--- src/sv/utf8sd_pkg.sv ---
package utf8sd_pkg;

    localparam logic [15:0] CAPACITY_RESET = 16'd1024;

    // Per-string decoder state.
    typedef struct packed {
        logic [7:0]  lead_byte;
        logic [30:0] accum_value;
        logic [2:0]  seq_position;
        logic [15:0] units_written;
        logic        halted;
    } dec_state_t;

    // One result item.
    typedef struct packed {
        logic [15:0] code_unit;
        logic        has_unit;
        logic        decode_error;
        logic        string_end;
        logic [15:0] unit_count;
    } dec_result_t;

    // Sequence length selected by a lead byte; zero for an invalid lead.
    function automatic logic [2:0] seq_length(input logic [7:0] b);
        logic [2:0] len;
        priority casez (b)
            8'b0???????: len = 3'd1;
            8'b110?????: len = 3'd2;
            8'b1110????: len = 3'd3;
            8'b11110???: len = 3'd4;
            8'b111110??: len = 3'd5;
            8'b1111110?: len = 3'd6;
            default:     len = 3'd0;
        endcase
        return len;
    endfunction

    // Smallest code point that a sequence of the given length may encode.
    function automatic logic [30:0] min_value(input logic [2:0] len);
        logic [30:0] v;
        unique case (len)
            3'd2:    v = 31'h80;
            3'd3:    v = 31'h800;
            3'd4:    v = 31'h10000;
            3'd5:    v = 31'h200000;
            3'd6:    v = 31'h4000000;
            default: v = 31'h0;
        endcase
        return v;
    endfunction

endpackage

--- src/sv/utf8sd_step.sv ---
module utf8sd_step (
    input  utf8sd_pkg::dec_state_t  state_in,
    input  logic [7:0]              in_byte,
    input  logic                    last_byte,
    input  logic [15:0]             out_capacity,
    output utf8sd_pkg::dec_state_t  state_out,
    output utf8sd_pkg::dec_result_t result,
    output logic                    result_valid
);

    logic [2:0]  lead_len;
    logic [2:0]  held_len;
    logic [30:0] accum_shift;
    logic [7:0]  lead_mask;
    logic [2:0]  pos_dec;
    logic [15:0] unit;
    logic        has;
    logic        err;
    utf8sd_pkg::dec_state_t nxt;

    assign lead_len    = utf8sd_pkg::seq_length(in_byte);
    assign held_len    = utf8sd_pkg::seq_length(state_in.lead_byte);
    assign accum_shift = {state_in.accum_value[24:0], in_byte[5:0]};
    assign lead_mask   = 8'h7F >> lead_len;
    assign pos_dec     = state_in.seq_position - 3'd1;

    always_comb begin
        nxt  = state_in;
        unit = 16'd0;
        has  = 1'b0;
        err  = 1'b0;
        if (!state_in.halted) begin
            if (state_in.seq_position == 3'd0) begin
                if (state_in.units_written >= out_capacity) begin
                    nxt.halted = 1'b1;
                end else if (lead_len == 3'd0) begin
                    err = 1'b1;
                end else if (lead_len == 3'd1) begin
                    unit = {8'd0, in_byte};
                    has  = 1'b1;
                end else if (last_byte) begin
                    // A multi-byte lead cannot start on the final byte.
                    err = 1'b1;
                end else begin
                    nxt.lead_byte    = in_byte;
                    nxt.accum_value  = {23'd0, in_byte & lead_mask};
                    nxt.seq_position = lead_len - 3'd1;
                end
            end else if (in_byte[7:6] != 2'b10) begin
                err = 1'b1;
            end else begin
                nxt.accum_value  = accum_shift;
                nxt.seq_position = pos_dec;
                if (pos_dec == 3'd0) begin
                    if (held_len < 3'd2 || accum_shift < utf8sd_pkg::min_value(held_len)) begin
                        err = 1'b1;
                    end else begin
                        unit = accum_shift[15:0];
                        has  = 1'b1;
                    end
                end else if (last_byte) begin
                    err = 1'b1;
                end
            end
        end
        if (err) begin
            nxt.halted       = 1'b1;
            nxt.seq_position = 3'd0;
        end
        if (has) begin
            nxt.units_written = state_in.units_written + 16'd1;
        end

        result.code_unit    = unit;
        result.has_unit     = has;
        result.decode_error = err;
        result.string_end   = last_byte;
        result.unit_count   = nxt.units_written;
        result_valid        = has | err | last_byte;

        // The final byte returns the per-string state to its reset values.
        if (last_byte) begin
            state_out = '0;
        end else begin
            state_out = nxt;
        end
    end

endmodule

--- src/sv/utf8_string_decoder_unit.sv ---
// UTF-8 string decoder.
// Input stream (s_*): one byte of a string per transfer in s_tdata, with
// s_tlast set on the final byte of the string.
// Output stream (m_*): one transfer per completed character, per decoding
// error and per string end. m_tdata carries the code unit (low 16 bits of
// the code point) and the running unit count; m_tuser flags a new unit and
// an error; m_tlast marks the result of the string's final byte.
// cfg_wr_en / cfg_wr_data set the maximum number of units per string; the user
// must write it only while the block is idle; the block does not enforce this.
// Each result is registered in the output stage, or in the skid register
// while the receiver stalls. Throughput: one byte per cycle while s_tready
// is high; a combinational step updates the per-string state per accepted byte.
// Reset (aresetn low, synchronous) clears the string state, empties the
// output stage and restores the capacity to 1024.
// When the receiver stalls, one more result is held in a skid register;
// s_tready drops only while that register is occupied.
module utf8_string_decoder_unit (
    input  logic        aclk,
    input  logic        aresetn,
    input  logic        cfg_wr_en,
    input  logic [15:0] cfg_wr_data,
    input  logic        s_tvalid,
    output logic        s_tready,
    input  logic [7:0]  s_tdata,   // [7:0] in_byte
    input  logic        s_tlast,   // last_byte
    output logic        m_tvalid,
    input  logic        m_tready,
    output logic [31:0] m_tdata,   // [15:0] code_unit, [31:16] unit_count
    output logic [1:0]  m_tuser,   // [0] has_unit, [1] decode_error
    output logic        m_tlast    // string_end
);

    logic [15:0]             capacity_reg;
    utf8sd_pkg::dec_state_t  state_reg;
    utf8sd_pkg::dec_state_t  state_next;
    utf8sd_pkg::dec_result_t step_result;
    logic                    step_valid;
    utf8sd_pkg::dec_result_t out_reg;
    logic                    out_valid_reg;
    utf8sd_pkg::dec_result_t skid_reg;
    logic                    skid_valid_reg;
    logic                    in_fire;
    logic                    new_valid;
    logic                    out_free;

    utf8sd_step u_step (
        .state_in     (state_reg),
        .in_byte      (s_tdata),
        .last_byte    (s_tlast),
        .out_capacity (capacity_reg),
        .state_out    (state_next),
        .result       (step_result),
        .result_valid (step_valid)
    );

    assign s_tready  = ~skid_valid_reg;
    assign in_fire   = s_tvalid & s_tready;
    assign new_valid = in_fire & step_valid;
    assign out_free  = ~out_valid_reg | m_tready;

    always_ff @(posedge aclk) begin
        if (!aresetn) begin
            capacity_reg <= utf8sd_pkg::CAPACITY_RESET;
        end else if (cfg_wr_en) begin
            capacity_reg <= cfg_wr_data;
        end
    end

    always_ff @(posedge aclk) begin
        if (!aresetn) begin
            state_reg <= '0;
        end else if (in_fire) begin
            state_reg <= state_next;
        end
    end

    always_ff @(posedge aclk) begin
        if (!aresetn) begin
            out_valid_reg  <= 1'b0;
            skid_valid_reg <= 1'b0;
        end else if (out_free) begin
            if (skid_valid_reg) begin
                out_valid_reg  <= 1'b1;
                skid_valid_reg <= 1'b0;
            end else begin
                out_valid_reg  <= new_valid;
            end
        end else if (new_valid) begin
            skid_valid_reg <= 1'b1;
        end
    end

    always_ff @(posedge aclk) begin
        if (out_free) begin
            if (skid_valid_reg) begin
                out_reg <= skid_reg;
            end else begin
                out_reg <= step_result;
            end
        end
        if (new_valid && !(out_free && !skid_valid_reg)) begin
            skid_reg <= step_result;
        end
    end

    assign m_tvalid = out_valid_reg;
    assign m_tdata  = {out_reg.unit_count, out_reg.code_unit};
    assign m_tuser  = {out_reg.decode_error, out_reg.has_unit};
    assign m_tlast  = out_reg.string_end;

endmodule
--- config.mk ---
export PLATFORM = sky130hd
export DESIGN_NAME = utf8_string_decoder_unit
export DESIGN_NICKNAME = d
export VERILOG_FILES = /design/src/sv/utf8sd_pkg.sv /design/src/sv/utf8sd_step.sv /design/src/sv/utf8_string_decoder_unit.sv
export SDC_FILE = /design/constraint.sdc
export NUM_CORES = 1
export LEC_CHECK = 0
export BUFFER_PORTS_ARGS = -buffer_cell sky130_fd_sc_hd__buf_2
export CAP_MARGIN = 20
export CORE_MARGIN = 1.5
export CORE_UTILIZATION = 38
export DETAILED_ROUTE_END_ITERATION = 10
export GPL_ROUTABILITY_DRIVEN = 0
export PLACE_DENSITY_LB_ADDON = 0.2
export SLEW_MARGIN = 20
export SYNTH_ARGS = -nofsm -noshare
export SYNTH_HDL_FRONTEND = slang
export SYNTH_SLANG_ARGS = --single-unit
--- constraint.sdc ---
create_clock -name aclk -period 6.8 [get_ports aclk]
set_input_delay 0.68 -clock aclk [delete_from_list [all_inputs] [get_ports aclk]]
set_output_delay 0.68 -clock aclk [all_outputs]
set_load 0.01 [all_outputs]
**Word level (Yosys, flattened, before mapping)**

Index checks and enable logic that the tools add are counted.

- Register bits after elaboration: 141
- Bits in latches: 0
- Memory bits (writable): 0
- Bits in read-only memories: 0
- Input bits: 30
- Output and inout port bits: 37
- Memories kept: 0

- Add/subtract/negate cells: 3
- $mul: 0
- Div/mod/pow operators: 0
- Order comparisons: 3
- Eq/ne operators: 30
- Shift-type cells: 1
- Muxes and demuxes: 48
- Bitwise logic cells: 11
- Reductions and logical operators: 13

Operators by type and width:

| cell | number |
|---|---|
| 42-bit two-way mux | 4 |
| 27-bit one-hot mux with 5 select lines | 1 |
| 16-bit two-way mux | 8 |
| 31-bit two-way mux | 4 |
| 34-bit two-way mux | 2 |
| 59-bit two-way mux | 1 |
| 3-bit one-hot mux with 6 select lines | 2 |
| 35-bit two-way mux | 1 |
| 31-bit < comparator | 1 |
| 1-bit two-way mux | 22 |
| 6-bit AND reduction | 3 |
| 16-bit by 1-bit adder with 16-bit output, second input constant | 1 |
| 16-bit >= comparator | 1 |
| 8-bit two-way mux | 2 |
| 3-bit equality test, second input constant | 5 |
| 7-bit equality test, second input constant | 2 |
| 6-bit equality test, second input constant | 2 |
| 4-bit by 3-bit inequality test with 1-bit output, second input constant | 3 |
| 5-bit equality test, second input constant | 2 |
| 2-bit inequality test, second input constant | 5 |
| 3-bit zero test | 3 |
| 3-bit inequality test, second input constant | 3 |
| 8-bit bitwise AND | 1 |
| 4-bit equality test, second input constant | 2 |
| other kinds (16) | 28 |

**Depth between registers and ports, before layout**

Gate-level depths: netlist of the first run.

- Word-level depth: 19
- Depth in mapped cells: 16

**By module**

Synthesis of the first run repeated with hierarchy kept, for this count alone.

- Cells, all modules: 831
- Area, all modules: 7,860.0 sq um

Modules (own cells, without submodules):

| module | instances | cells an instance | area an instance (sq um) |
|---|---|---|---|
| utf8_string_decoder_unit | 1 | 428 | 5,385.2 |
| utf8sd_step | 1 | 403 | 2,474.9 |

**Worst setup path before layout of the first run**

OpenSTA, ideal clock, no wires.

- Path kind: flip-flop to flip-flop
- Start: register state_reg[58] (netlist bit)
- End: register skid_reg[0] (netlist bit) (enable)
- Arrival time: 5.098 ns
- Data required time: 6.329 ns
- Slack: 1.232 ns
- Cell stages (with the launch flop): 14
- Path buffers: 0
- Clock period less this slack: 5.568 ns
- Cells stage by stage: dfxtp_1 > nand2_1 > inv_1 > nand2_1 > or2_2 > ha_1 > or4_1 > or2_2 > o211ai_1 > a31oi_2 > a311o_1 > nor3b_4 > nor3_1 > nor3_1

RTL lines:

| element | line | text |
|---|---|---|
| start, declared | utf8_string_decoder_unit.sv:34 | `utf8sd_pkg::dec_state_t state_reg;` |
| start signal, assigned | utf8_string_decoder_unit.sv:73 | `state_reg <= state_next;` |
| end signal, assigned | utf8_string_decoder_unit.sv:102 | `skid_reg <= step_result;` |
| end, declared | utf8_string_decoder_unit.sv:40 | `utf8sd_pkg::dec_result_t skid_reg;` |

**Worst setup path in the final report of the first run**

- Start: register state_reg[57] (netlist bit)
- End: register skid_reg[8] (netlist bit) (enable)

- Cells in the longest elaborated chain, start to end: 19

RTL lines:

| element | line | text |
|---|---|---|
| 7-bit equality test, or another cell as far along | utf8sd_pkg.sv:26 | `priority casez (b)` |
| 3-bit one-hot mux with 6 select lines (*) | utf8sd_pkg.sv:26 |  |
| 3-bit equality test or 3-bit by 2-bit equality test with 1-bit output (tied branches) | utf8sd_pkg.sv:41 | `unique case (len)` |
| 27-bit one-hot mux with 5 select lines | utf8sd_pkg.sv:41 |  |
| 31-bit two-way mux | utf8sd_step.sv:54 | `if (pos_dec == 3'd0) begin` |
| 31-bit two-way mux | utf8sd_step.sv:49 | `end else if (in_byte[7:6] != 2'b10) begin` |
| 31-bit two-way mux | utf8sd_step.sv:33 | `if (state_in.seq_position == 3'd0) begin` |
| 31-bit two-way mux | utf8sd_step.sv:32 | `if (!state_in.halted) begin` |
| [... 2 more ...] | -- |  |
| 1-bit two-way mux | utf8sd_step.sv:55 | `if (held_len < 3'd2 \|\| accum_shift < utf8sd_pkg::min_value(held_len)) begin` |
| 1-bit two-way mux | utf8sd_step.sv:54 |  |
| 1-bit two-way mux | utf8sd_step.sv:49 |  |
| 1-bit two-way mux | utf8sd_step.sv:33 |  |
| 1-bit two-way mux | utf8sd_step.sv:32 |  |
| 1-bit OR (*) (2 in a row) | utf8sd_step.sv:79 | `result_valid = has \| err \| last_byte;` |
| 1-bit bitwise AND (*) | utf8_string_decoder_unit.sv:58 | `assign new_valid = in_fire & step_valid;` |
| 1-bit logical AND (*) | utf8_string_decoder_unit.sv:101 | `if (new_valid && !(out_free && !skid_valid_reg)) begin` |

Mark *: on every way between the ends. The rest lies on a longest branch, timed or not. The select of a mux whose other input is x is not followed.
A chain may end at the register's enable or synchronous reset.

==> run_results.csv, run 1 <==
group,metric,value,unit
critical_path,cp.arrival,4.57,ns
yosys,synth_top_area_share,0.302,
timing,maxSlewViolCount,0,
critical_path,crit_fanout,20,
timing,finalWorstSetupSlack,2.33,ns
min_path,hp-class,"flip-flop to flip-flop",
global_route,grt_pass1_wl,25.2,mm
layout,nets,759,
clock_tree,ctsHtreeMaxLevel,4,
global_route,gr-usage-all-layers,0.164,
layout,largest_reg_flops,52,
floorplanning,core_region_area,18000,µm²
outcome,outcome,"completed",
yosys,ys_ff_latch,140,
yosys,yosys_warnings,0,
critical_path,cp_top_family,"simple AND/OR/NAND/NOR gates",
critical_path,worst_ep_required_time,6.90,ns
yosys,ys_seq_area_frac,0.504,
floorplanning,boundaryPins,67,
critical_path,endpoint_kind,"flip-flop",
yosys,async_reset_ff_frac,0,
route,wl,15.4,mm
placement,hpwl,10.9,mm
layout,diodes,0,
floorplanning,floorplan.initialDensity,0.387,
global_route,grt_pass1_vias,4779,
clock_tree,cts-buffers-inserted,17,
clock_tree,clockRootBuffer,"clkbuf_16",
critical_path,critPathKind,"flip-flop to flip-flop",
critical_path,startpoint_type,"flip-flop",
pwr,peakVddDrop,0.164,mV
yosys,synth_edf_count,70,
clock_tree,cts-resized-gates,0,
floorplanning,rows,49,
clock_tree,clock_sinks,140,
critical_path,critical_path.most_common_cell,"nand2_1",
yosys,syn_nets,701,
timing,tns,0,ns
timing,fin_crit,4.47,ns
placement,place_ws,1.93,ns
run,max_cap_viol_count,0,
floorplanning,die_area,19100,µm²
floorplanning,die-width,138,µm
clock_tree,clockBufferDepth,2,
yosys,yosysTopAreaCell,"edfxtp_1",
route,first_pass_iters,5,
route,avgViaCountPerCell,5.27,
timing,setup_viol,0,
floorplanning,die_h,138,µm
pwr,cellLeakagePower,3.30,nW
timing,worst_pin_slew,1.05,ns
route,drc,0,
timing,finalCritPeriodShare,0.657,
route,drtAntennaViolNets,0,
clock_tree,cts_tree,"yes",
placement,io_buffers,66,
route,via_count,4973,
clock_tree,clk_pin_slew,0.06,ns
layout,drive_gt1_frac,0.241,
yosys,synth.distinct_cells,73,
critical_path,crit_buf_inv,3,
layout,area_growth,16.6,%
route,drt-initial-drc-count,254,
timing,fin_worst_skew,0.00886,ns
clock_tree,clock_latency,0.42,ns
global_route,grt_max_degree,64,
yosys,netlist_area,6950,µm²
yosys,syn_inst,643,
timing,rsz0062_at_grt,"false",
critical_path,crit_path_cell_trace,"nand2_1 > inv_1 > nand2_1 > or3_1 > ha_1 > nand4b_1 > nor4_2 > o211ai_1 > a31oi_2 > a21oi_4 > or2_1 > inv_4 > nor3_1 > nor3_4 > buf_4",
yosys,syn_avg_cell_area,10.8,µm²
critical_path,slowest_stage,"nor3_4",
global_route,grt_overflow,0,
pwr,powerDensity,260,nW/µm²
route,wl_per_cell,16.3,µm
clock_tree,cts_setup_buffers,0,
critical_path,slowest_delay,0.64,ns
timing,hold_viol,0,
global_route,antenna_found_initial,0,
timing,max-slew-margin-rel,0.300,
yosys,synth.area.top_cells,"edfxtp_1, dfxtp_1, ha_1",
timing,fmaxAchievable,224,MHz
clock_tree,cts_hold_repair.buffers,0,
yosys,synthFlopType,"edfxtp_1",
report_power, final:
| group | switching (mW) | internal (mW) |
|---|---|---|
| Clock | 0.380 | 0.585 |
| Combinational | 0.122 | 0.0736 |
| Sequential | 0.0181 | 0.929 |
stage by stage:
stage	cell area [µm²]	hold slack [ns]	total power, mW	instances	utilization
after floorplan	6950	0.440	1.10	643	-
after global placement	7480	0.453	1.16	911	0.417
after detailed placement	7480	0.460	1.16	911	0.417
after CTS	8100	0.456	2.13	943	0.451
after global routing	8100	0.491	2.19	943	0.451
final	8100	0.466	2.11	943	0.451
cell usage after synthesis (all sizes together), types with 9 or more instances:
library cell and n:
o21ai 24, mux2 33, nand2 72, clkbuf 25, nor2 17, a21oi 12, edfxtp 70, and2 10
nor4 11, mux2i 15, a31oi 9, nor3 13, a21boi 26, ha 28, inv 28, and3 11
nor2b 23, nand3 34, xor2 10, dfxtp 70
layout by cell type (no fill, tap or decap), types with 11 or more instances in the layout:
cell type  count
mux2_2        31
dfxtp_1       70
a21boi_0      25
nor2b_1       23
and3_1        11
ha_1          28
edfxtp_1      70
nand3_1       34
clkbuf_16     17
inv_1         27
mux2i_1       15
nand2_1       72
o21ai_0       24
nor2_1        16
buf_2         66
path summary, 6_finish.rpt:
kind                                                 start                          to  slack (ns)  cells past startpoint
worst min register to register  state_reg[42]$_SDFFE_PN0P_  state_reg[42]$_SDFFE_PN0P_        0.47                      2
worst max-delay path            state_reg[57]$_SDFFE_PN0P_       skid_reg[8]$_DFFE_PP_        2.33                     15
worst max register to register  state_reg[57]$_SDFFE_PN0P_       skid_reg[8]$_DFFE_PP_        2.33                     15
worst min-delay path            state_reg[42]$_SDFFE_PN0P_  state_reg[42]$_SDFFE_PN0P_        0.47                      2
tightest hold or removal path, stage by stage (launching register included):
cell      delay (ns)
dfxtp_1         0.31
nand2_1         0.05
a21boi_0        0.06
cells by family after synthesis:
logic type               Yosys count  synth area share
multiplexers                      48            0.0761
adder cells (fa/ha/maj)           28            0.0504
buffers and inverters             61            0.0362
AND/OR/NAND/NOR                  229             0.183
flip-flops                       140             0.504
XOR/XNOR                          17            0.0225
AO/OA/AOI/OAI                    120             0.128
per-layer routing:
layer	share of wire	vias to the layer above	GRT usage
met5	0	-	0
met4	0.015	0	0.0593
met3	0.038	19	0.0360
met2	0.44	111	0.241
met1	0.51	2377	0.237
li1	-	2466	-
layout make-up:
| cell class | count | area [µm²] |
|---|---|---|
| fillers | 1697 | 9860 |
| flip-flops and latches | 140 | 3500 |
| multi-input cells | 442 | 3220 |
| clock buffers | 17 | 425 |
| repair buffers | 71 | 368 |
| well taps | 229 | 287 |
| clock inverters | 15 | 188 |
| inverters | 29 | 111 |
Power figures use the tool's default switching activity.
==> run 2, diff against run 1 <==
==> constraint.sdc (replaced) <==
create_clock -name aclk -period 4.4 [get_ports aclk]
set_input_delay 0.44 -clock aclk [delete_from_list [all_inputs] [get_ports aclk]]
set_output_delay 0.44 -clock aclk [all_outputs]
set_load 0.01 [all_outputs]
==> run_results.csv, run 2 (synthesized netlist as in run 1, its figures left out) <==
group,metric,value,unit
outcome,outcome,"completed",
timing,worst_pin_slew,0.803,ns
pwr,total_power,3.20,mW
timing,finalCritPeriodShare,0.936,
critical_path,cp.arrival,4.24,ns
critical_path,worst_ep_required_time,4.53,ns
pwr,p_int,2.44,mW
clock_tree,cts_hold_repair.buffers,0,
route,first_pass_iters,6,
floorplanning,die_h,138,µm
route,via_count,5062,
route,wl,15.6,mm
critical_path,endpoint_kind,"flip-flop",
clock_tree,ctsHtreeMaxLevel,4,
pwr,switching_share,0.238,
critical_path,reg2reg_depth,15,
floorplanning,core_region_area,18000,µm²
floorplanning,rows,49,
placement,dpl-instance-area,7540,µm²
critical_path,crit_cells,15,
timing,maxSlewViolCount,0,
critical_path,slowest_delay,0.70,ns
timing,fin_crit,4.12,ns
critical_path,startpoint_type,"flip-flop",
critical_path,r2r_end,"skid_reg[13]$_DFFE_PP_",
floorplanning,die_area,19100,µm²
timing,setup_viol,0,
clock_tree,clockBufferDepth,2,
clock_tree,clock_sinks,140,
run,max_cap_viol_count,0,
layout,diodes,0,
route,avgViaCountPerCell,5.34,
min_path,min_from,"cfg_wr_data[10]",
critical_path,reg2reg_setup_slack,0.28,ns
layout,layout_common_cells,"nand2_1, dfxtp_1, edfxtp_1",
min_path,hp-class,"input port to flip-flop",
critical_path,regToRegStartpoint,"state_reg[58]$_SDFFE_PN0P_",
global_route,antenna_found_initial,0,
pwr,p_seq_frac,0.457,
critical_path,cp_top_family,"simple AND/OR/NAND/NOR gates",
layout,final_util,0.452,
global_route,gr-usage-all-layers,0.170,
clock_tree,clockRootBuffer,"clkbuf_16",
layout,nets,764,
floorplanning,floorplan.initialDensity,0.387,
min_path,hold_end,"capacity_reg[10]$_SDFFE_PN1P_",
floorplanning,boundaryPins,67,
critical_path,critPathKind,"flip-flop to flip-flop",
route,drtAntennaViolNets,0,
timing,rsz0062_at_grt,"false",
layout,stdcell_count,948,
timing,fmaxAchievable,243,MHz
timing,fin_worst_skew,0.00586,ns
route,drt-initial-drc-count,336,
clock_tree,clock_latency,0.42,ns
placement,io_buffers,66,
critical_path,critical_path.most_common_cell,"nand2_1",
critical_path,crit_fanout,20,
placement,hpwl,11.1,mm
timing,max-slew-margin-rel,0.463,
floorplanning,die-width,138,µm
layout,area_growth,16.9,%
pwr,switching_power,0.761,mW
clock_tree,cts_setup_buffers,0,
global_route,grt_overflow,0,
pwr,peakVddDrop,0.259,mV
pwr,share_comb_of_total_power,0.099,
route,drc,0,
critical_path,slowest_stage,"nor3_4",
clock_tree,cts_tree,"yes",
pwr,powerDensity,394,nW/µm²
pwr,power_frac_clock,0.444,
layout,largest_reg_flops,52,
min_path,hold_depth,3,
route,wl_per_cell,16.5,µm
critical_path,crit_path_cell_trace,"nand2_1 > inv_1 > nand2_1 > or3_1 > ha_1 > nand4b_1 > nor4_2 > o211ai_1 > a31oi_2 > a21oi_4 > or2_1 > inv_4 > nor3_1 > nor3_4 > buf_12",
global_route,grt_max_degree,63,
global_route,grt_pass1_vias,4889,
clock_tree,cts-buffers-inserted,17,
global_route,grt_pass1_wl,25.9,mm
clock_tree,cts-resized-gates,0,
critical_path,crit_buf_inv,3,
timing,hold_viol,0,
layout,drive_gt1_frac,0.241,
placement,dp.cells,916,
clock_tree,clk_pin_slew,0.06,ns
layout,final_common_cell,"nand2_1",
layout,fin_area,8130,µm²
timing,tns,0,ns
pwr,cellLeakagePower,3.31,nW
[run 2: changes by cell type in the layout (fill, tap and decap cells not counted), sizes merged]
cell and delta:
buf +5, clkbuf +3, inv -6, clkinv +3
[run 2: worst min-delay path: stages]
cell	delay [ns]
buf_2	0.07
nand2_1	0.04
o211ai_1	0.06
[run 2: area by class of cell]
type                            instances  area [µm²]
Fill cell                            1727        9840
Inverter                               29         111
Clock buffer                           20         437
Clock inverter                         12         148
Multi-Input combinational cell        442        3220
Tap cell                              229         287
Timing Repair Buffer                   76         418
Sequential cell                       140        3500
[run 2: worst max path at each step]
stage	from	end
5_1_grt	state_reg[58]$_SDFFE_PN0P_	skid_reg[3]$_DFFE_PP_
3_5_place_dp	state_reg[58]$_SDFFE_PN0P_	skid_reg[8]$_DFFE_PP_
3_3_place_gp	state_reg[58]$_SDFFE_PN0P_	skid_reg[8]$_DFFE_PP_
4_1_cts	state_reg[58]$_SDFFE_PN0P_	skid_reg[13]$_DFFE_PP_
2_1_floorplan	state_reg[58]$_SDFFE_PN0P_	skid_reg[0]$_DFFE_PP_
6_report	state_reg[58]$_SDFFE_PN0P_	skid_reg[13]$_DFFE_PP_
[run 2: stage by stage]
stage                     hold slack, ns  worst slack, ns
after floorplan                    0.440            0.396
after global placement             0.451            0.422
after detailed placement           0.457            0.278
after CTS                          0.226            0.263
after global routing               0.251           0.0154
final                              0.238            0.283
[run 2: power groups by stage]
stage / Sequential (mW) / Combinational [mW] / Clock, mW
2_1_floorplan: 1.50 / 0.191 / 0
3_3_place_gp: 1.49 / 0.311 / 0
3_5_place_dp: 1.49 / 0.317 / 0
4_1_cts: 1.46 / 0.318 / 1.46
5_1_grt: 1.47 / 0.346 / 1.51
6_report: 1.46 / 0.316 / 1.42
[run 2: layer usage]
layer,track usage,share of wire
met1,0.244,0.51
met2,0.251,0.44
met3,0.0357,0.041
met4,0.0637,0.015
met5,0,0
==> run 3, diff against run 2 <==
--- a/config.mk
+++ b/config.mk
@@ -15,4 +15,5 @@
 export SLEW_MARGIN = 20
 export SYNTH_ARGS = -nofsm -noshare
 export SYNTH_HDL_FRONTEND = slang
+export SYNTH_HIERARCHICAL = 1
 export SYNTH_SLANG_ARGS = --single-unit
==> run_results.csv, run 3 <==
group,metric,value,unit
outcome,outcome,"completed",
floorplanning,rows,51,
layout,diodes,0,
timing,fmaxAchievable,256,MHz
min_path,hp-class,"input port to flip-flop",
yosys,syn_avg_cell_area,9.61,µm²
layout,multi_input_area,3670,µm²
floorplanning,die_area,20700,µm²
route,wl,17.0,mm
layout,final_common_cell,"nand2_1",
timing,maxSlewViolCount,0,
yosys,syn_nets,841,
timing,fin_crit,3.91,ns
clock_tree,ctsHtreeMaxLevel,4,
min_path,hold_end,"capacity_reg[10]$_SDFFE_PN1P_",
pwr,cellLeakagePower,3.30,nW
timing,worst_pin_slew,1.02,ns
global_route,grt_overflow,0,
layout,nets,881,
clock_tree,cts_hold_repair.buffers,0,
timing,setup_viol,0,
critical_path,startpoint_type,"flip-flop",
clock_tree,clockRootBuffer,"clkbuf_16",
timing,tns,0,ns
clock_tree,cts-buffers-inserted,17,
pwr,powerDensity,365,nW/µm²
global_route,gr-usage-all-layers,0.171,
critical_path,crit_path_cell_trace,"nand3_1 > or3b_2 > ha_1 > nor4bb_1 > o211a_1 > o21ai_1 > a211o_1 > o22a_1 > inv_2 > or3_1 > nand2_1 > nor3_4 > buf_4",
timing,hold_ws,0.235,ns
layout,area_growth,13.9,%
global_route,grt_pass1_wl,27.5,mm
layout,fill_cells,1892,
clock_tree,clockBufferDepth,2,
yosys,netlist_area,7530,µm²
pwr,peakVddDrop,0.189,mV
clock_tree,cts_setup_buffers,0,
critical_path,slowest_delay,0.47,ns
layout,layout_common_cells,"nand2_1, edfxtp_1, dfxtp_1",
placement,place_ws,0.473,ns
layout,stdcell_count,1101,
clock_tree,clk_pin_slew,0.06,ns
timing,rsz0062_at_grt,"false",
route,drtAntennaViolNets,0,
placement,hpwl,11.3,mm
critical_path,worst_ep_required_time,4.49,ns
clock_tree,clock_sinks,140,
placement,io_buffers,66,
route,first_pass_iters,5,
critical_path,reg2reg_setup_slack,0.49,ns
timing,fin_worst_skew,0.00947,ns
route,wl_met2,6.81,mm
layout,seq_area,3500,µm²
critical_path,cp.arrival,4.00,ns
clock_tree,clock_latency,0.42,ns
critical_path,reg2reg_depth,13,
floorplanning,boundaryPins,67,
timing,hold_viol,0,
timing,max-slew-margin-rel,0.323,
run,max_cap_viol_count,0,
critical_path,regToRegStartpoint,"state_reg[58]$_SDFFE_PN0P_",
route,drt-initial-drc-count,370,
yosys,yosys_warnings,6,
global_route,grt_pass1_vias,5045,
route,wl_per_cell,15.4,µm
floorplanning,die_h,144,µm
floorplanning,floorplan.initialDensity,0.387,
timing,finalWorstSetupSlack,0.493,ns
critical_path,endpoint_kind,"flip-flop",
timing,finalCritPeriodShare,0.888,
layout,final_util,0.441,
route,drc,0,
route,avgViaCountPerCell,5.08,
min_path,hold_depth,3,
route,via_count,5598,
placement,dp.cells,1069,
route,routed.top_layer,"met4",
floorplanning,die-width,144,µm
yosys,syn_inst,783,
layout,largest_reg_flops,52,
floorplanning,core_region_area,19500,µm²
critical_path,r2r_end,"skid_reg[20]$_DFFE_PP_",
clock_tree,cts_tree,"yes",
route,wl_met1,9.21,mm
critical_path,slowest_stage,"or3b_2",
layout,drive_gt1_frac,0.197,
min_path,min_from,"cfg_wr_data[10]",
global_route,antenna_found_initial,0,
route,dr_wl_met3,790,µm
critical_path,critPathKind,"flip-flop to flip-flop",
critical_path,crit_fanout,25,
clock_tree,cts-resized-gates,0,
global_route,grt_max_degree,71,
-- run 3: cell types whose count changed in the layout (fill, tap and decap cells not counted), moves of 6 or more --
cell / previous run / this run
a211oi_1: 2 / 9
a21o_1: 7 / 1
or3_1: 3 / 13
a21boi_0: 25 / 1
mux2_2: 31 / 38
a21oi_1: 10 / 45
a21boi_1: 1 / 52
nand2_1: 72 / 178
nand3_1: 34 / 9
mux2i_1: 15 / 24
nor2_1: 16 / 23
xor2_1: 10 / 2
-- run 3: routing by layer --
metal,vias up,global-route usage
met3,9,0.0350
met5,-,0
met2,148,0.235
met4,0,0.0526
met1,2599,0.264
li1,2842,-
-- run 3: report_power, final --
part	internal, mW	leakage (nW)	switching (mW)
Combinational	0.118	1.75	0.184
Clock	0.814	0.264	0.571
Sequential	1.42	1.29	0.0257
-- run 3: per-stage QoR --
step | power (mW) | instance area (µm²)
floorplan | 1.68 | 7530
global placement | 1.78 | 8000
detailed placement | 1.78 | 8000
CTS | 3.17 | 8570
global route | 3.25 | 8570
finish | 3.13 | 8570
-- run 3: worst max path at each step --
stage / startpoint / cells past startpoint / slack (ns) / end
3_3_place_gp: state_reg[58]$_SDFFE_PN0P_ / 13 / 0.51 / skid_reg[31]$_DFFE_PP_
5_1_grt: state_reg[58]$_SDFFE_PN0P_ / 13 / 0.11 / skid_reg[20]$_DFFE_PP_
2_1_floorplan: state_reg[58]$_SDFFE_PN0P_ / 13 / 0.02 / skid_reg[0]$_DFFE_PP_
4_1_cts: state_reg[58]$_SDFFE_PN0P_ / 13 / 0.45 / skid_reg[20]$_DFFE_PP_
3_5_place_dp: state_reg[58]$_SDFFE_PN0P_ / 13 / 0.47 / skid_reg[30]$_DFFE_PP_
6_report: state_reg[58]$_SDFFE_PN0P_ / 13 / 0.49 / skid_reg[20]$_DFFE_PP_
-- run 3: worst max-delay path: cells and delay by family, from the launching register on --
kind | cells | cell delay (ns)
buffers and inverters | 2 | 0.48
adder cells (fa/ha/maj) | 1 | 0.31
AND/OR/NAND/NOR | 6 | 1.55
AO/OA/AOI/OAI | 4 | 0.79
flip-flops | 1 | 0.41
-- run 3: cell type report --
type                            instances  area share
Tap cell                              265      0.0387
Timing Repair Buffer                   77      0.0482
Sequential cell                       140       0.409
Multi-Input combinational cell        564       0.428
Clock inverter                         11      0.0128
Inverter                               23      0.0101
Clock buffer                           21      0.0537
